File: src/rtl/prtt_pkg.sv
// prtt_pkg: sizes, codes and shared types of the pending result retransmit table
// no dependencies; imported by prtt_front, prtt_fifo, prtt_back, the top module and tb_top

package prtt_pkg;

	// table geometry
	localparam int SLOTS     = 4;
	localparam int DATA_MAX  = 8;
	localparam int HDR_BYTES = 5;

	localparam int SLOT_W    = (SLOTS > 1) ? $clog2(SLOTS) : 1;
	localparam int LEN_W     = $clog2(DATA_MAX + 1);
	localparam int BYTE_W    = $clog2(DATA_MAX + HDR_BYTES);
	localparam int OFF_W     = (DATA_MAX > 1) ? $clog2(DATA_MAX) : 1;
	localparam int PAY_DEPTH = SLOTS * DATA_MAX;
	localparam int ADDR_W    = (PAY_DEPTH > 1) ? $clog2(PAY_DEPTH) : 1;

	// command queue between front and back
	localparam int Q_DEPTH = 2;
	localparam int Q_PTR_W = (Q_DEPTH > 1) ? $clog2(Q_DEPTH) : 1;
	localparam int Q_CNT_W = $clog2(Q_DEPTH + 1);

	// configuration registers
	localparam int CFG_IDX_W = 1;
	localparam logic [CFG_IDX_W-1:0] REG_FRAME_MAGIC = 1'b0;
	localparam logic [CFG_IDX_W-1:0] REG_FRAME_KIND  = 1'b1;

	// header byte positions inside a frame
	localparam logic [BYTE_W-1:0] HB_MAGIC = BYTE_W'(0);
	localparam logic [BYTE_W-1:0] HB_KIND  = BYTE_W'(1);
	localparam logic [BYTE_W-1:0] HB_ID    = BYTE_W'(2);
	localparam logic [BYTE_W-1:0] HB_TYPE  = BYTE_W'(3);
	localparam logic [BYTE_W-1:0] HB_LEN   = BYTE_W'(4);

	typedef enum logic [1:0] {
		ACT_PUSH = 2'd0,
		ACT_DATA = 2'd1,
		ACT_ACK  = 2'd2,
		ACT_PUMP = 2'd3
	} action_t;

	// classified command handed from front to back
	typedef struct packed {
		action_t            act;
		logic [7:0]         result_type;
		logic [LEN_W-1:0]   plen;
		logic [7:0]         data_byte;
		logic [7:0]         ack_id;
	} cmd_t;

	// one result word
	typedef struct packed {
		logic       byte_valid;
		logic [7:0] out_byte;
		logic       frame_end;
		logic       run_end;
		logic [7:0] assigned_id;
		logic       evicted;
		logic [7:0] evicted_id;
		logic       ack_hit;
		logic       any_pending;
	} res_t;

endpackage

File: src/rtl/prtt_if.sv
// prtt_req_if and prtt_rsp_if: valid/ready channels for commands and result words
// no dependencies

interface prtt_req_if;
	logic       valid;
	logic       ready;
	logic [1:0] action;
	logic [7:0] result_type;
	logic [7:0] push_length;
	logic [7:0] data_byte;
	logic [7:0] ack_id;

	modport source (output valid, action, result_type, push_length, data_byte, ack_id,
		input ready);
	modport sink (input valid, action, result_type, push_length, data_byte, ack_id,
		output ready);
endinterface

interface prtt_rsp_if;
	logic       valid;
	logic       ready;
	logic       byte_valid;
	logic [7:0] out_byte;
	logic       frame_end;
	logic       run_end;
	logic [7:0] assigned_id;
	logic       evicted;
	logic [7:0] evicted_id;
	logic       ack_hit;
	logic       any_pending;

	modport source (output valid, byte_valid, out_byte, frame_end, run_end, assigned_id,
		evicted, evicted_id, ack_hit, any_pending, input ready);
	modport sink (input valid, byte_valid, out_byte, frame_end, run_end, assigned_id,
		evicted, evicted_id, ack_hit, any_pending, output ready);
endinterface

File: src/rtl/prtt_ram.sv
// prtt_ram: generic single write port ram with registered read
// no dependencies

module prtt_ram #(
	parameter int WIDTH = 8,
	parameter int DEPTH = 32,
	localparam int AW = (DEPTH > 1) ? $clog2(DEPTH) : 1
) (
	input  logic             clk,
	input  logic             we,
	input  logic [AW-1:0]    waddr,
	input  logic [WIDTH-1:0] wdata,
	input  logic [AW-1:0]    raddr,
	output logic [WIDTH-1:0] rdata
);

	logic [WIDTH-1:0] mem [DEPTH];

	// write and registered read
	always_ff @(posedge clk) begin
		if (we) begin
			mem[waddr] <= wdata;
		end
		rdata <= mem[raddr];
	end

endmodule

File: src/rtl/prtt_front.sv
// prtt_front: accepts command words, decodes the action and clips the length
// depends on prtt_pkg and prtt_req_if

module prtt_front (
	input  logic           clk,
	input  logic           arst_n,
	prtt_req_if.sink       req,
	input  logic           clearing,
	output logic           cmd_valid,
	input  logic           cmd_ready,
	output prtt_pkg::cmd_t cmd
);
	import prtt_pkg::*;

	logic valid_s1;
	cmd_t cmd_s1;
	cmd_t cmd_d;
	logic accept;

	assign req.ready = !clearing && (!valid_s1 || cmd_ready);
	assign accept    = req.valid && req.ready;
	assign cmd_valid = valid_s1;
	assign cmd       = cmd_s1;

	// decode and length clip
	always_comb begin
		cmd_d             = '0;
		cmd_d.act         = action_t'(req.action);
		cmd_d.result_type = req.result_type;
		cmd_d.plen        = (req.push_length > 8'(DATA_MAX)) ? LEN_W'(DATA_MAX)
			: LEN_W'(req.push_length);
		cmd_d.data_byte   = req.data_byte;
		cmd_d.ack_id      = req.ack_id;
	end

	// stage register
	always_ff @(posedge clk or negedge arst_n) begin
		if (!arst_n) begin
			valid_s1 <= 1'b0;
			cmd_s1   <= '0;
		end else if (accept) begin
			valid_s1 <= 1'b1;
			cmd_s1   <= cmd_d;
		end else if (cmd_ready) begin
			valid_s1 <= 1'b0;
		end
	end

endmodule

File: src/rtl/prtt_fifo.sv
// prtt_fifo: short command queue between front and back
// depends on prtt_pkg

module prtt_fifo (
	input  logic           clk,
	input  logic           arst_n,
	input  logic           push_valid,
	output logic           push_ready,
	input  prtt_pkg::cmd_t push_data,
	output logic           pop_valid,
	input  logic           pop_ready,
	output prtt_pkg::cmd_t pop_data
);
	import prtt_pkg::*;

	cmd_t                q_mem [Q_DEPTH];
	logic [Q_PTR_W-1:0]  wr_ptr_q;
	logic [Q_PTR_W-1:0]  rd_ptr_q;
	logic [Q_CNT_W-1:0]  count_q;
	logic                do_push;
	logic                do_pop;

	assign push_ready = (count_q != Q_CNT_W'(Q_DEPTH));
	assign pop_valid  = (count_q != '0);
	assign pop_data   = q_mem[rd_ptr_q];
	assign do_push    = push_valid && push_ready;
	assign do_pop     = pop_valid && pop_ready;

	// pointers and fill count
	always_ff @(posedge clk or negedge arst_n) begin
		if (!arst_n) begin
			wr_ptr_q <= '0;
			rd_ptr_q <= '0;
			count_q  <= '0;
		end else begin
			if (do_push) begin
				wr_ptr_q <= (wr_ptr_q == Q_PTR_W'(Q_DEPTH - 1)) ? '0 : wr_ptr_q + 1'b1;
			end
			if (do_pop) begin
				rd_ptr_q <= (rd_ptr_q == Q_PTR_W'(Q_DEPTH - 1)) ? '0 : rd_ptr_q + 1'b1;
			end
			if (do_push && !do_pop) begin
				count_q <= count_q + 1'b1;
			end else if (do_pop && !do_push) begin
				count_q <= count_q - 1'b1;
			end
		end
	end

	// entry storage
	always_ff @(posedge clk) begin
		if (do_push) begin
			q_mem[wr_ptr_q] <= push_data;
		end
	end

endmodule

File: src/rtl/prtt_back.sv
// prtt_back: slot table, payload memory and frame streaming, one command at a time
// depends on prtt_pkg, prtt_rsp_if and prtt_ram

module prtt_back (
	input  logic                           clk,
	input  logic                           arst_n,
	input  logic                           cfg_we,
	input  logic [prtt_pkg::CFG_IDX_W-1:0] cfg_index,
	input  logic [7:0]                     cfg_wdata,
	input  logic                           cmd_valid,
	output logic                           cmd_ready,
	input  prtt_pkg::cmd_t                 cmd,
	output logic                           clearing,
	prtt_rsp_if.source                     rsp
);
	import prtt_pkg::*;

	typedef enum logic [2:0] {
		S_CLEAR,
		S_IDLE,
		S_EXEC,
		S_EVICT,
		S_EVDONE,
		S_PUMP
	} state_t;

	localparam logic [SLOT_W-1:0] SLOT_LAST = SLOT_W'(SLOTS - 1);

	state_t              state_q;
	cmd_t                cmd_q;
	logic [SLOTS-1:0]    used_q;
	logic [7:0]          id_q   [SLOTS];
	logic [7:0]          type_q [SLOTS];
	logic [LEN_W-1:0]    len_q  [SLOTS];
	logic [7:0]          next_id_q;
	logic [SLOT_W-1:0]   wr_slot_q;
	logic [LEN_W-1:0]    wr_idx_q;
	logic [LEN_W-1:0]    wr_len_q;
	logic [SLOT_W-1:0]   sel_q;
	logic [7:0]          min_id_q;
	logic [SLOT_W-1:0]   slot_idx_q;
	logic [BYTE_W-1:0]   byte_q;
	logic [ADDR_W-1:0]   clr_q;
	logic [7:0]          magic_q;
	logic [7:0]          kind_q;
	logic                out_valid_q;
	res_t                res_q;

	logic                out_free;
	logic                free_hit;
	logic [SLOT_W-1:0]   free_slot;
	logic                match_hit;
	logic [SLOT_W-1:0]   match_slot;
	logic [SLOTS-1:0]    used_after_ack;
	logic                first_hit;
	logic [SLOT_W-1:0]   first_slot;
	logic                nxt_hit;
	logic [SLOT_W-1:0]   nxt_slot;
	logic [LEN_W-1:0]    cur_len;
	logic                frame_last;
	logic [7:0]          pump_byte;
	logic                pump_ld;
	logic [SLOT_W-1:0]   slot_nx;
	logic [BYTE_W-1:0]   byte_nx;
	logic [SLOT_W-1:0]   ra_slot;
	logic [BYTE_W-1:0]   ra_byte;
	logic [OFF_W-1:0]    ra_off;
	logic                push_do;
	logic [SLOT_W-1:0]   push_slot;
	logic                push_ev;
	logic [7:0]          nid_inc;
	logic                data_wr;
	logic                ram_we;
	logic [ADDR_W-1:0]   ram_waddr;
	logic [7:0]          ram_wdata;
	logic [ADDR_W-1:0]   ram_raddr;
	logic [7:0]          ram_rdata;
	logic                res_ld;
	res_t                res_d;

	function automatic logic [ADDR_W-1:0] pay_addr(input logic [SLOT_W-1:0] s,
		input logic [OFF_W-1:0] o);
		return ADDR_W'(s) * ADDR_W'(DATA_MAX) + ADDR_W'(o);
	endfunction

	assign out_free  = !out_valid_q || rsp.ready;
	assign cmd_ready = (state_q == S_IDLE);
	assign clearing  = (state_q == S_CLEAR);

	// free slot, ack match, first used and next used slot
	always_comb begin
		free_hit   = 1'b0;
		free_slot  = '0;
		match_hit  = 1'b0;
		match_slot = '0;
		first_hit  = 1'b0;
		first_slot = '0;
		nxt_hit    = 1'b0;
		nxt_slot   = '0;
		for (int i = 0; i < SLOTS; i++) begin
			if (!used_q[i] && !free_hit) begin
				free_hit  = 1'b1;
				free_slot = SLOT_W'(i);
			end
			if (used_q[i] && (id_q[i] == cmd_q.ack_id) && !match_hit) begin
				match_hit  = 1'b1;
				match_slot = SLOT_W'(i);
			end
			if (used_q[i] && !first_hit) begin
				first_hit  = 1'b1;
				first_slot = SLOT_W'(i);
			end
			if (used_q[i] && (SLOT_W'(i) > slot_idx_q) && !nxt_hit) begin
				nxt_hit  = 1'b1;
				nxt_slot = SLOT_W'(i);
			end
		end
	end

	always_comb begin
		used_after_ack = used_q;
		if (match_hit) begin
			used_after_ack[match_slot] = 1'b0;
		end
	end

	// current frame byte and next stream position
	assign cur_len    = len_q[slot_idx_q];
	assign frame_last = (byte_q == BYTE_W'(cur_len) + BYTE_W'(HDR_BYTES - 1));
	assign pump_ld    = (state_q == S_PUMP) && out_free;
	assign slot_nx    = frame_last ? nxt_slot : slot_idx_q;
	assign byte_nx    = frame_last ? '0 : byte_q + 1'b1;

	always_comb begin
		case (byte_q)
			HB_MAGIC: pump_byte = magic_q;
			HB_KIND:  pump_byte = kind_q;
			HB_ID:    pump_byte = id_q[slot_idx_q];
			HB_TYPE:  pump_byte = type_q[slot_idx_q];
			HB_LEN:   pump_byte = 8'(cur_len);
			default:  pump_byte = ram_rdata;
		endcase
	end

	// read address follows the position that shows next cycle
	assign ra_slot   = pump_ld ? slot_nx : slot_idx_q;
	assign ra_byte   = pump_ld ? byte_nx : byte_q;
	assign ra_off    = (ra_byte >= BYTE_W'(HDR_BYTES))
		? OFF_W'(ra_byte - BYTE_W'(HDR_BYTES)) : '0;
	assign ram_raddr = pay_addr(ra_slot, ra_off);

	// push into a free slot or into the evicted one
	assign push_ev   = (state_q == S_EVDONE);
	assign push_slot = push_ev ? sel_q : free_slot;
	assign push_do   = out_free && (push_ev
		|| ((state_q == S_EXEC) && (cmd_q.act == ACT_PUSH) && free_hit));
	assign nid_inc   = next_id_q + 8'd1;

	// payload write and clearing pass
	assign data_wr   = (state_q == S_EXEC) && (cmd_q.act == ACT_DATA) && out_free
		&& (wr_idx_q < wr_len_q);
	assign ram_we    = clearing || data_wr;
	assign ram_waddr = clearing ? clr_q : pay_addr(wr_slot_q, OFF_W'(wr_idx_q));
	assign ram_wdata = clearing ? 8'd0 : cmd_q.data_byte;

	prtt_ram #(
		.WIDTH (8),
		.DEPTH (PAY_DEPTH)
	) u_pay_ram (
		.clk   (clk),
		.we    (ram_we),
		.waddr (ram_waddr),
		.wdata (ram_wdata),
		.raddr (ram_raddr),
		.rdata (ram_rdata)
	);

	// result word for this cycle
	always_comb begin
		res_ld = 1'b0;
		res_d  = '0;
		if (push_do) begin
			res_ld            = 1'b1;
			res_d.run_end     = 1'b1;
			res_d.assigned_id = next_id_q;
			res_d.evicted     = push_ev;
			res_d.evicted_id  = push_ev ? min_id_q : 8'd0;
			res_d.any_pending = 1'b1;
		end else if (pump_ld) begin
			res_ld            = 1'b1;
			res_d.byte_valid  = 1'b1;
			res_d.out_byte    = pump_byte;
			res_d.frame_end   = frame_last;
			res_d.run_end     = frame_last && !nxt_hit;
			res_d.any_pending = 1'b1;
		end else if ((state_q == S_EXEC) && out_free) begin
			case (cmd_q.act)
				ACT_DATA: begin
					res_ld            = 1'b1;
					res_d.run_end     = 1'b1;
					res_d.any_pending = |used_q;
				end
				ACT_ACK: begin
					res_ld            = 1'b1;
					res_d.run_end     = 1'b1;
					res_d.ack_hit     = match_hit;
					res_d.any_pending = |used_after_ack;
				end
				ACT_PUMP: begin
					res_ld        = !first_hit;
					res_d.run_end = 1'b1;
				end
				default: begin
					res_ld = 1'b0;
				end
			endcase
		end
	end

	// sequencer, table state and output register
	always_ff @(posedge clk or negedge arst_n) begin
		if (!arst_n) begin
			state_q     <= S_CLEAR;
			cmd_q       <= '0;
			used_q      <= '0;
			for (int i = 0; i < SLOTS; i++) begin
				id_q[i]   <= '0;
				type_q[i] <= '0;
				len_q[i]  <= '0;
			end
			next_id_q   <= 8'd1;
			wr_slot_q   <= '0;
			wr_idx_q    <= '0;
			wr_len_q    <= '0;
			sel_q       <= '0;
			min_id_q    <= '0;
			slot_idx_q  <= '0;
			byte_q      <= '0;
			clr_q       <= '0;
			magic_q     <= '0;
			kind_q      <= '0;
			out_valid_q <= 1'b0;
			res_q       <= '0;
		end else begin
			// configuration writes
			if (cfg_we) begin
				case (cfg_index)
					REG_FRAME_MAGIC: magic_q <= cfg_wdata;
					REG_FRAME_KIND:  kind_q  <= cfg_wdata;
					default: ;
				endcase
			end

			// output register
			if (res_ld) begin
				out_valid_q <= 1'b1;
				res_q       <= res_d;
			end else if (rsp.ready) begin
				out_valid_q <= 1'b0;
			end

			// slot fill on push
			if (push_do) begin
				used_q[push_slot] <= 1'b1;
				id_q[push_slot]   <= next_id_q;
				type_q[push_slot] <= cmd_q.result_type;
				len_q[push_slot]  <= cmd_q.plen;
				next_id_q         <= (nid_inc == 8'd0) ? 8'd1 : nid_inc;
				wr_slot_q         <= push_slot;
				wr_idx_q          <= '0;
				wr_len_q          <= cmd_q.plen;
			end

			unique case (state_q)
				S_CLEAR: begin
					clr_q <= clr_q + 1'b1;
					if (clr_q == ADDR_W'(PAY_DEPTH - 1)) begin
						state_q <= S_IDLE;
					end
				end
				S_IDLE: begin
					if (cmd_valid) begin
						cmd_q   <= cmd;
						state_q <= S_EXEC;
					end
				end
				S_EXEC: begin
					unique case (cmd_q.act)
						ACT_PUSH: begin
							if (free_hit) begin
								if (out_free) begin
									state_q <= S_IDLE;
								end
							end else begin
								sel_q    <= '0;
								min_id_q <= id_q[0];
								if (SLOTS == 1) begin
									state_q <= S_EVDONE;
								end else begin
									slot_idx_q <= SLOT_W'(1);
									state_q    <= S_EVICT;
								end
							end
						end
						ACT_DATA: begin
							if (out_free) begin
								if (data_wr) begin
									wr_idx_q <= wr_idx_q + 1'b1;
								end
								state_q <= S_IDLE;
							end
						end
						ACT_ACK: begin
							if (out_free) begin
								used_q  <= used_after_ack;
								state_q <= S_IDLE;
							end
						end
						ACT_PUMP: begin
							if (first_hit) begin
								slot_idx_q <= first_slot;
								byte_q     <= '0;
								state_q    <= S_PUMP;
							end else if (out_free) begin
								state_q <= S_IDLE;
							end
						end
					endcase
				end
				S_EVICT: begin
					// smallest raw id wins, lowest slot on a tie
					if (id_q[slot_idx_q] < min_id_q) begin
						sel_q    <= slot_idx_q;
						min_id_q <= id_q[slot_idx_q];
					end
					if (slot_idx_q == SLOT_LAST) begin
						state_q <= S_EVDONE;
					end else begin
						slot_idx_q <= slot_idx_q + 1'b1;
					end
				end
				S_EVDONE: begin
					if (out_free) begin
						state_q <= S_IDLE;
					end
				end
				S_PUMP: begin
					if (out_free) begin
						slot_idx_q <= slot_nx;
						byte_q     <= byte_nx;
						if (frame_last && !nxt_hit) begin
							state_q <= S_IDLE;
						end
					end
				end
				default: begin
					state_q <= S_IDLE;
				end
			endcase
		end
	end

	// result channel
	assign rsp.valid       = out_valid_q;
	assign rsp.byte_valid  = res_q.byte_valid;
	assign rsp.out_byte    = res_q.out_byte;
	assign rsp.frame_end   = res_q.frame_end;
	assign rsp.run_end     = res_q.run_end;
	assign rsp.assigned_id = res_q.assigned_id;
	assign rsp.evicted     = res_q.evicted;
	assign rsp.evicted_id  = res_q.evicted_id;
	assign rsp.ack_hit     = res_q.ack_hit;
	assign rsp.any_pending = res_q.any_pending;

endmodule

File: src/rtl/pending_result_retransmit_table.sv
// A command word passes the front stage register and the queue, then cmd_q in the back
// end, and its result word is registered in res_q; a pump with frames goes via S_PUMP.
// The back end takes a new command only in S_IDLE; a push into a full table first runs
// the smallest-id scan through S_EVICT and S_EVDONE.
// A pump streams one byte per cycle while the result channel takes them, 5 + length
// bytes for each used slot. Reset: all control state clears at once; then the payload
// memory is zeroed one entry a cycle (SLOTS*DATA_MAX = 32 entries) with req.ready low.

module pending_result_retransmit_table (
	input  logic                           clk,
	input  logic                           arst_n,
	input  logic                           cfg_we,
	input  logic [prtt_pkg::CFG_IDX_W-1:0] cfg_index,
	input  logic [7:0]                     cfg_wdata,
	prtt_req_if.sink                       req,
	prtt_rsp_if.source                     rsp
);
	import prtt_pkg::*;

	logic front_valid;
	logic front_ready;
	cmd_t front_cmd;
	logic q_valid;
	logic q_ready;
	cmd_t q_cmd;
	logic clearing;

	// accept and classify
	prtt_front u_front (
		.clk       (clk),
		.arst_n    (arst_n),
		.req       (req),
		.clearing  (clearing),
		.cmd_valid (front_valid),
		.cmd_ready (front_ready),
		.cmd       (front_cmd)
	);

	// decoupling queue
	prtt_fifo u_fifo (
		.clk        (clk),
		.arst_n     (arst_n),
		.push_valid (front_valid),
		.push_ready (front_ready),
		.push_data  (front_cmd),
		.pop_valid  (q_valid),
		.pop_ready  (q_ready),
		.pop_data   (q_cmd)
	);

	// table and frame streaming
	prtt_back u_back (
		.clk       (clk),
		.arst_n    (arst_n),
		.cfg_we    (cfg_we),
		.cfg_index (cfg_index),
		.cfg_wdata (cfg_wdata),
		.cmd_valid (q_valid),
		.cmd_ready (q_ready),
		.cmd       (q_cmd),
		.clearing  (clearing),
		.rsp       (rsp)
	);

endmodule

File: src/flat_wrapper.sv
// flat-port wrapper written by rule: the top's interface ports become plain ports
module pending_result_retransmit_table_flat import prtt_pkg::*;
  (clk, arst_n, cfg_we, cfg_index, cfg_wdata, req_valid, req_action, req_result_type, req_push_length, req_data_byte, req_ack_id, req_ready, rsp_valid, rsp_byte_valid, rsp_out_byte, rsp_frame_end, rsp_run_end, rsp_assigned_id, rsp_evicted, rsp_evicted_id, rsp_ack_hit, rsp_any_pending, rsp_ready);
  prtt_req_if req_i ();
  prtt_rsp_if rsp_i ();
  input  logic clk;
  input  logic arst_n;
  input  logic cfg_we;
  input  logic [prtt_pkg::CFG_IDX_W-1:0] cfg_index;
  input  logic [7:0] cfg_wdata;
  input wire logic [$bits(req_i.valid)-1:0] req_valid;
  input wire logic [$bits(req_i.action)-1:0] req_action;
  input wire logic [$bits(req_i.result_type)-1:0] req_result_type;
  input wire logic [$bits(req_i.push_length)-1:0] req_push_length;
  input wire logic [$bits(req_i.data_byte)-1:0] req_data_byte;
  input wire logic [$bits(req_i.ack_id)-1:0] req_ack_id;
  output wire logic [$bits(req_i.ready)-1:0] req_ready;
  output wire logic [$bits(rsp_i.valid)-1:0] rsp_valid;
  output wire logic [$bits(rsp_i.byte_valid)-1:0] rsp_byte_valid;
  output wire logic [$bits(rsp_i.out_byte)-1:0] rsp_out_byte;
  output wire logic [$bits(rsp_i.frame_end)-1:0] rsp_frame_end;
  output wire logic [$bits(rsp_i.run_end)-1:0] rsp_run_end;
  output wire logic [$bits(rsp_i.assigned_id)-1:0] rsp_assigned_id;
  output wire logic [$bits(rsp_i.evicted)-1:0] rsp_evicted;
  output wire logic [$bits(rsp_i.evicted_id)-1:0] rsp_evicted_id;
  output wire logic [$bits(rsp_i.ack_hit)-1:0] rsp_ack_hit;
  output wire logic [$bits(rsp_i.any_pending)-1:0] rsp_any_pending;
  input wire logic [$bits(rsp_i.ready)-1:0] rsp_ready;
  assign req_i.valid = req_valid;
  assign req_i.action = req_action;
  assign req_i.result_type = req_result_type;
  assign req_i.push_length = req_push_length;
  assign req_i.data_byte = req_data_byte;
  assign req_i.ack_id = req_ack_id;
  assign req_ready = req_i.ready;
  assign rsp_valid = rsp_i.valid;
  assign rsp_byte_valid = rsp_i.byte_valid;
  assign rsp_out_byte = rsp_i.out_byte;
  assign rsp_frame_end = rsp_i.frame_end;
  assign rsp_run_end = rsp_i.run_end;
  assign rsp_assigned_id = rsp_i.assigned_id;
  assign rsp_evicted = rsp_i.evicted;
  assign rsp_evicted_id = rsp_i.evicted_id;
  assign rsp_ack_hit = rsp_i.ack_hit;
  assign rsp_any_pending = rsp_i.any_pending;
  assign rsp_i.ready = rsp_ready;
  pending_result_retransmit_table u_core (.clk(clk), .arst_n(arst_n), .cfg_we(cfg_we), .cfg_index(cfg_index), .cfg_wdata(cfg_wdata), .req(req_i), .rsp(rsp_i));
endmodule
File: config.mk
export PLATFORM = sky130hd
export DESIGN_NAME = pending_result_retransmit_table_flat
export DESIGN_NICKNAME = d
export VERILOG_FILES = /design/src/rtl/prtt_pkg.sv /design/src/rtl/prtt_if.sv /design/src/rtl/prtt_ram.sv /design/src/rtl/prtt_front.sv /design/src/rtl/prtt_fifo.sv /design/src/rtl/prtt_back.sv /design/src/rtl/pending_result_retransmit_table.sv /design/src/flat_wrapper.sv
export SDC_FILE = /design/constraint.sdc
export NUM_CORES = 1
export LEC_CHECK = 0
export ABC_AREA = 1
export BUFFER_PORTS_ARGS = -buffer_cell sky130_fd_sc_hd__buf_2
export CAP_MARGIN = 10
export CORE_ASPECT_RATIO = 1.4
export CORE_UTILIZATION = 40
export CTS_BUF_LIST = sky130_fd_sc_hd__clkbuf_4 sky130_fd_sc_hd__clkbuf_8
export CTS_CLUSTER_SIZE = 12
export DETAILED_ROUTE_END_ITERATION = 6
export PLACE_DENSITY_LB_ADDON = 0.12
export SLEW_MARGIN = 20
export SYNTH_ARGS = -nofsm -noshare
export SYNTH_HDL_FRONTEND = slang
export SYNTH_SLANG_ARGS = --single-unit
File: constraint.sdc
create_clock -name clk -period 3.8 [get_ports clk]
set_input_delay 0.38 -clock clk [delete_from_list [all_inputs] [get_ports clk]]
set_output_delay 0.38 -clock clk [all_outputs]
set_load 0.02 [all_outputs]
==> summary.txt, run 1 <==
STA
  – Fin worst setup slack: ~0.31 ns
  – Slew headroom: a little under two fifths
  – Fmax: ~290 MHz
  – Setup TNS: 0 ns
  – Fin crit period: around 3.5 ns
  – Hold Slack: between 0.04 and 0.05 ns
  – Period utilization: roughly 92%
  – Worst-margin pin slew: ~0.94 ns
  – RSZ-0062 raised after global routing: no
  – Setup violations, final: 0
  – Worst Clk Skew: 0.05134 ns
  – Slew Viols, Final: 0
  – Final hold violation count: 0

Finish
  – Filler cells: 6087
  – Nets: roughly 2.9k
  – Design area: 29480 um2
  – Area grow syn2layout: 14.69%
  – Layout cells sized above 1: between 10% and 20%

Power and ir drop
  – Combinational share of power: between 30% and 40%
  – Flop pwr share: around 40%
  – Internal power: 14.22 mW
  – Max IR drop VDD: 0.0005360 V
  – Switching Share: a little over two fifths
  – Clock Power Share: approximately 22%
  – Sw Pwr: roughly 10 mW
  – Pleak: between 10 and 15 nW
  – PwrDens: 828.1 nW/um2

CTS
  – Clk buf depth: 3
  – Clk root buf: clkbuf_8
  – TritonCTS clock tree: yes
  – H-tree Lvls: 3
  – Skew-Pair Late Insertion Delay: 0.73 ns
  – Inserted Clock Buffers: 89
  – Clock slew at reported path FFs: 0.07 ns
  – CTS sink cnt: 562

Worst setup path
  – Worst setup startpoint: u_core.u_back.slot_idx_q[1]
  – WS Path Type: flop to flop
  – Crit path arrival time: 4.16 ns
  – R2r setup slk: between 0.3 and 0.4 ns
  – Crit path top cell by count: nand2_1
  – Max incr delay on CP: around 0.49 ns
  – CP endpoint kind: flop
  – Cell Chain, Critical Path: inv_4 > nand3_1 > nand2_1 > inv_1 > nand2_1 > nand2_1 > nor2_4 > nand2_4 > nand2_1 > nand2_1 > o21ai_0 > ha_1 > inv_1 > or2_2 > nand2_4 > nand2_8 > nand2_4 > buf_12 > nand3_1 > nand3_1 > nand3_1 > nand2_1 > nand2_1 > nand2_1
  – R2R Path Start: u_core.u_back.slot_idx_q[1]
  – Worst Setup EP: u_core.u_back.u_pay_ram.rdata[1]
  – Worst r2r path cells: 24
  – R2R Path End: u_core.u_back.u_pay_ram.rdata[1]
  – Critical path fanouts, max: 48
  – Startpoint types: flop
  – Req. time, crit path: 4.47 ns
  – Slowest CP cell: dfrtp_2

Detailed routing
  – Antenna viol nets, final: 0
  – DRC: 0
  – Routed len/inst: 19.95 um
  – Initial drt markers: ~1.5k
  – DR WL met3: around 2900 um
  – Routed vias: 19.17k
  – Drt total wl: ~75000 um
  – Highest metal used: met4
  – Drt via density: about 5.1
  – Met2 routed WL: ~40000 um
  – Detailed Routing Iterations Pass 1: 6
  – WL met1: between 20000 and 30000 um

Synth
  – Sequential element share of the synthesized area: 60.73%
  – Post-synth EDFFs: roughly 320
  – Synthesized area: roughly 26000 um2
  – Mapped Cells: approximately 2.7k
  – Cell taking the most area after synthesis: edfxtp_1
  – Synthesized flop and latch total: roughly 560
  – Yosys cell types: 56
  – Async set or reset register ratio after synthesis: between 40% and 50%
  – Yosys warns: 0
  – Syn Area/Cell: 9.564 um2
  – Largest cells by area after synthesis: edfxtp_1 37%, dfrtp_1 23%, nand2_1 9.4%
  – Synth Flop Type: edfxtp_1
  – Post-synth top area share: 36.92%
  – Mapped Nets: 2763

Floorplan
  – Core area: around 63000 um2
  – Die Wd: roughly 220 um
  – Die height: slightly above 300 um
  – Die area: 65280 um2
  – # rows: between 100 and 150
  – I/O pin cnt: 80
  – Initial Util: 40.61%

GRT
  – Initial antenna violation count: 1
  – GRT Util Overall: a little under a quarter
  – Largest net degree at the start of global routing: 146
  – First-pass GRT wire length: between 100000 and 150000 um
  – Gr ovfl total: 0
  – Vias in the first global route: between 15k and 20k

Placed design
  – Place WS: ~0.13 ns
  – DP Wirelength: about 51000 um
  – Cell Area, Placed: roughly 27000 um2
  – Gpl congestion: between 0.9 and 1
  – Number of I/O port buffers: 79

Min path
  – Hold Path Depth: 3
  – Min-Delay Path Class: input pin to flop

Status
  – Status: complete, no violations

Flow run
  – Max-cap viol count: 0
[area by class of cell]
| class | instances | area (um2) | share of cell area, % |
|---|---|---|---|
| clock inverters | 27 | 250.2 | 0.8490 |
| diodes | 1 | 2.502 | 0.008490 |
| flip-flops and latches | 562 | 15610 | 52.95 |
| clock buffers | 134 | 1613 | 5.472 |
| multi-input cells | 1644 | 8093 | 27.46 |
| inverters | 351 | 1330 | 4.512 |
| repair buffers | 197 | 1538 | 5.217 |
| well taps | 832 | 1041 | 3.532 |
[through the flow]
step / total power, mW / std cells / util [%]
final: 24.41 / 3748 / 46.58
after global routing: 26.00 / 3748 / 46.58
after CTS: 24.58 / 3743 / 46.41
after detailed placement: 19.05 / 3540 / 42.80
after global placement: 18.94 / 3540 / 42.80
after floorplan: 15.42 / 2687 / -
[worst min-delay path by stage]
stage / end / startpoint
after global placement: u_core.u_fifo.q_mem[1][11] / u_core.u_front.cmd[11]
after CTS: u_core.u_back.kind_q[3] / cfg_wdata[3]
after floorplan: u_core.u_back.byte_q[0] / arst_n
final: u_core.u_back.kind_q[3] / cfg_wdata[3]
after global routing: u_core.u_back.kind_q[3] / cfg_wdata[3]
after detailed placement: u_core.u_fifo.q_mem[1][4] / u_core.u_front.cmd[4]
[cells in the mapped netlist (all sizes together) (2+ instances only)]
library cell	count
nand4	17
edfxtp	316
dfrtp	237
ha	28
a21boi	2
nor3	20
nor4	7
o2111ai	28
nand3	287
a22oi	3
a31oi	35
nand2	653
o22ai	5
inv	348
xor2	15
and2	3
xnor2	10
a21oi	35
or2	7
nor3b	4
clkinv	3
dfxtp	8
buf	64
o21ai	200
a22o	9
nor2	209
nand3b	41
clkbuf	66
o211ai	16
o31ai	3
[placed cells by master, fill, tap and decap left out, types with 16 or more instances in the layout]
cell type,count
nand2_1,645
inv_1,332
edfxtp_1,316
nand3_1,275
dfrtp_1,235
o21ai_0,198
nor2_1,192
clkbuf_8,97
buf_2,78
buf_4,66
dlygate4sd3_1,42
nand3b_1,41
clkbuf_4,37
a31oi_1,35
a21oi_1,34
o2111ai_1,28
ha_1,28
nor3_1,18
nand4_1,17
o211ai_1,16
[cell families (layout without fill, tap and decap cells)]
group | count (synthesis) | after routing | synth area share, %
AND/OR/NAND/NOR | 1248 | 1248 | 21.32
flip-flops | 562 | 562 | 60.73
XOR/XNOR | 25 | 25 | 0.8520
adder cells (fa/ha/maj) | 28 | 28 | 1.363
AO/OA/AOI/OAI | 343 | 343 | 7.775
other | 0 | 1 | 0
buffers and inverters | 481 | 709 | 7.960
[critical path, delay by kind of cell (launching register included)]
kind	cells	cell delay, ns
DFF	1	0.49
adders and majority gates	1	0.22
AOI/OAI and AO/OA	1	0.12
buffers and inverters	4	0.48
and+or+nand+nor	18	2.10
[layer usage]
metal  GRT usage (%)  vias up
li1                -     9253
met1           25.29     9248
met2           42.34      509
met3           3.147      159
met4           12.71        0
met5               0        -
[power groups by stage]
| stage | clock network, mW | logic, mW | registers, mW |
|---|---|---|---|
| 5_1_grt | 5.84 | 10.3 | 9.91 |
| 6_report | 5.44 | 9.21 | 9.75 |
| 4_1_cts | 5.58 | 9.25 | 9.76 |
| 3_3_place_gp | 0 | 9.10 | 9.84 |
| 3_5_place_dp | 0 | 9.18 | 9.86 |
| 2_1_floorplan | 0 | 5.92 | 9.50 |
[state kept, by name, summed over array words and instances, names as in the netlist, 5 cells and up]
name	cells
u_core.u_back.rsp.evicted_id	8
u_core.u_back.cmd_q	30
u_core.u_back.next_id_q	8
u_core.u_back.u_pay_ram.rdata	8
u_core.u_back.min_id_q	8
u_core.u_back.magic_q	8
u_core.u_back.len_q	16
u_core.u_fifo.q_mem	60
u_core.u_back.rsp.out_byte	8
u_core.u_back.id_q	32
u_core.u_back.u_pay_ram.mem	256
u_core.u_front.cmd	30
u_core.u_back.rsp.assigned_id	8
u_core.u_back.clr_q	5
u_core.u_back.type_q	32
u_core.u_back.kind_q	8
[repair_timing]
item                                    4_1_cts  5_1_grt
gates resized for setup                       0       10
endpoints found under the hold margin       138        0
endpoints found under the setup margin        0        8
hold buffers                                 42        0
setup buffers                                 0        2
(Power assumes the default switching activity.)
==> run 2: changes to the inputs <==
- CORE_MARGIN: not set -> 1.5
==> summary.txt, run 2 (same netlist as run 1, synthesis figures left out) <==
CTS
  – Inserted Clock Buffers: 90
  – H-tree Lvls: 3
  – TritonCTS clock tree: yes
  – CTS sink cnt: 562
  – Clock slew at reported path FFs: roughly 0.060 ns
  – Setup Buffers After CTS: 0
  – Clk root buf: clkbuf_8
  – Skew-Pair Late Insertion Delay: ~0.71 ns
  – Clk buf depth: 3

Worst setup path
  – Crit path arrival time: about 4 ns
  – Worst r2r path cells: 18
  – Cell Chain, Critical Path: buf_4 > nand2_1 > nand3_1 > nand2_1 > nand2_1 > nand3_1 > nand2_1 > inv_2 > nand2_4 > a21oi_2 > o31ai_1 > nand2_1 > a21boi_2 > inv_2 > nand3_1 > nand2_1 > nand2_1 > nand2_1
  – Startpoint types: flop
  – CP top delay family: simple AND/OR/NAND/NOR gates
  – Critical path fanouts, max: 17
  – Max incr delay on CP: roughly 0.87 ns
  – R2R Path Start: u_core.u_back.slot_idx_q[0]
  – CP endpoint kind: flop
  – Slowest CP cell: a21boi_2
  – WP depth: 18
  – CP bufs+invs: 3
  – Crit path top cell by count: nand2_1
  – Worst setup startpoint: u_core.u_back.slot_idx_q[0]
  – Req. time, crit path: about 4.4 ns
  – WS Path Type: flop to flop

STA
  – Final hold violation count: 0
  – Fmax: between 200 and 300 MHz
  – Worst Clk Skew: 0.03830 ns
  – Setup violations, final: 0
  – Period utilization: between 90% and 100%
  – Worst-margin pin slew: 1.106 ns
  – Slew headroom: approximately 26%
  – RSZ-0062 raised after global routing: no
  – Fin crit period: 3.517 ns
  – Slew Viols, Final: 0
  – Setup TNS: 0 ns

Power and ir drop
  – PwrDens: between 800 and 900 nW/um2
  – Max IR drop VDD: roughly 0.00046 V
  – Final total power: about 24 mW
  – Pleak: about 13 nW

Floorplan
  – Die area: roughly 66000 um2
  – Core area: about 63000 um2
  – Die height: a little over 300 um
  – Die Wd: ~220 um
  – I/O pin cnt: 80
  – # rows: 109
  – Initial Util: 40.61%

Min path
  – Min-Delay Path Class: input pin to flop
  – Hold Path Depth: 3
  – Hold Path Origin: cfg_wdata[3]

Finish
  – Area grow syn2layout: 14.54%
  – Layout Cells excl Fill: around 3.8k
  – Layout cells sized above 1: 12.99%
  – Multi-input logic area: 8079 um2
  – Commonest cells after routing, fill and taps aside: 645 x nand2_1, 332 x inv_1, 316 x edfxtp_1
  – Top Registers: u_core.u_back.u_pay_ram.mem x256, u_core.u_fifo.q_mem x60
  – Commonest non-fill, non-tap cell in the layout: nand2_1
  – Nets: 2916
  – Filler cells: 6101
  – Design area: a little under 30000 um2
  – Largest register by flop count: u_core.u_back.u_pay_ram.mem
  – Max reg flops: about 260
  – Register area: between 15000 and 20000 um2

Status
  – Status: complete, no violations

Detailed routing
  – Detailed Routing Iterations Pass 1: 5
  – Routed len/inst: about 20 um
  – Drt total wl: about 73000 um
  – Antenna viol nets, final: 0
  – Drt via density: 5.110
  – Initial drt markers: roughly 1.3k
  – Routed vias: around 19k
  – DRC: 0

Placed design
  – Number of I/O port buffers: between 70 and 80
  – DP Wirelength: between 40000 and 50000 um
  – Cell Area, Placed: 27100 um2
  – Gpl congestion: 0.9191
  – Dpl cells: 3539

GRT
  – First-pass GRT wire length: ~110000 um
  – Largest net degree at the start of global routing: between 100 and 150
  – Gr ovfl total: 0
  – GRT Util Overall: between 20% and 30%
  – Vias in the first global route: approximately 20k
  – Initial antenna violation count: 1

Flow run
  – Max-cap viol count: 0
-- run 2: metrics by stage --
step / hold slack, ns / setup WS [ns] / util, %
2_1_floorplan: 0.08441 / 0.6324 / -
3_3_place_gp: 0.4383 / 0.2975 / 42.83
3_5_place_dp: 0.4404 / 0.2591 / 42.83
4_1_cts: 0.004527 / 0.2552 / 46.51
5_1_grt: 0.03336 / 0.004985 / 46.52
6_report: 0.04285 / 0.2829 / 46.52
-- run 2: report_power, final --
group | switching (mW) | internal, mW
logic | 6.47 | 2.56
clock network | 2.48 | 2.98
registers | 1.09 | 8.67
-- run 2: final timing paths --
| check | to | slack, ns |
|---|---|---|
| worst min register to register | u_core.u_back.rsp.evicted | 0.47 |
| worst max register to register | u_core.u_back.u_pay_ram.rdata[7] | 0.28 |
| max in group asynchronous | u_core.u_back.rsp.out_byte[0] | 2.59 |
| min in group asynchronous | u_core.u_back.rsp.assigned_id[5] | 0.28 |
| worst min-delay path | u_core.u_back.magic_q[3] | 0.04 |
| worst max-delay path | u_core.u_back.u_pay_ram.rdata[7] | 0.28 |
-- run 2: final cells by class --
type / instances / area share [%]
sequential: 562 / 53.02
multi-input combinational: 1644 / 27.45
clock buffer: 146 / 6.040
timing repair buffer: 191 / 4.965
inverter: 351 / 4.510
tap: 832 / 3.537
clock inverter: 23 / 0.4761
antenna: 1 / 0.008501
-- run 2: what timing repair did --
action                                 4_1_cts  5_1_grt
hold buffers                                41        0
gates resized for setup                      0        2
setup endpoints to repair                    0        8
endpoints found under the hold margin      125        0
-- run 2: worst min-delay path: stages --
cell and delay [ns]:
buf_2 0.07, inv_1 0.06, o21ai_0 0.17
-- run 2: metal layers --
metal | up-vias | global-route usage (%) | share of wire [%]
li1 | 9229 | - | -
met1 | 9337 | 24.98 | 38
met2 | 442 | 43.11 | 54
met3 | 155 | 2.767 | 3.4
met4 | 0 | 11.16 | 4.4
met5 | - | 0 | 0
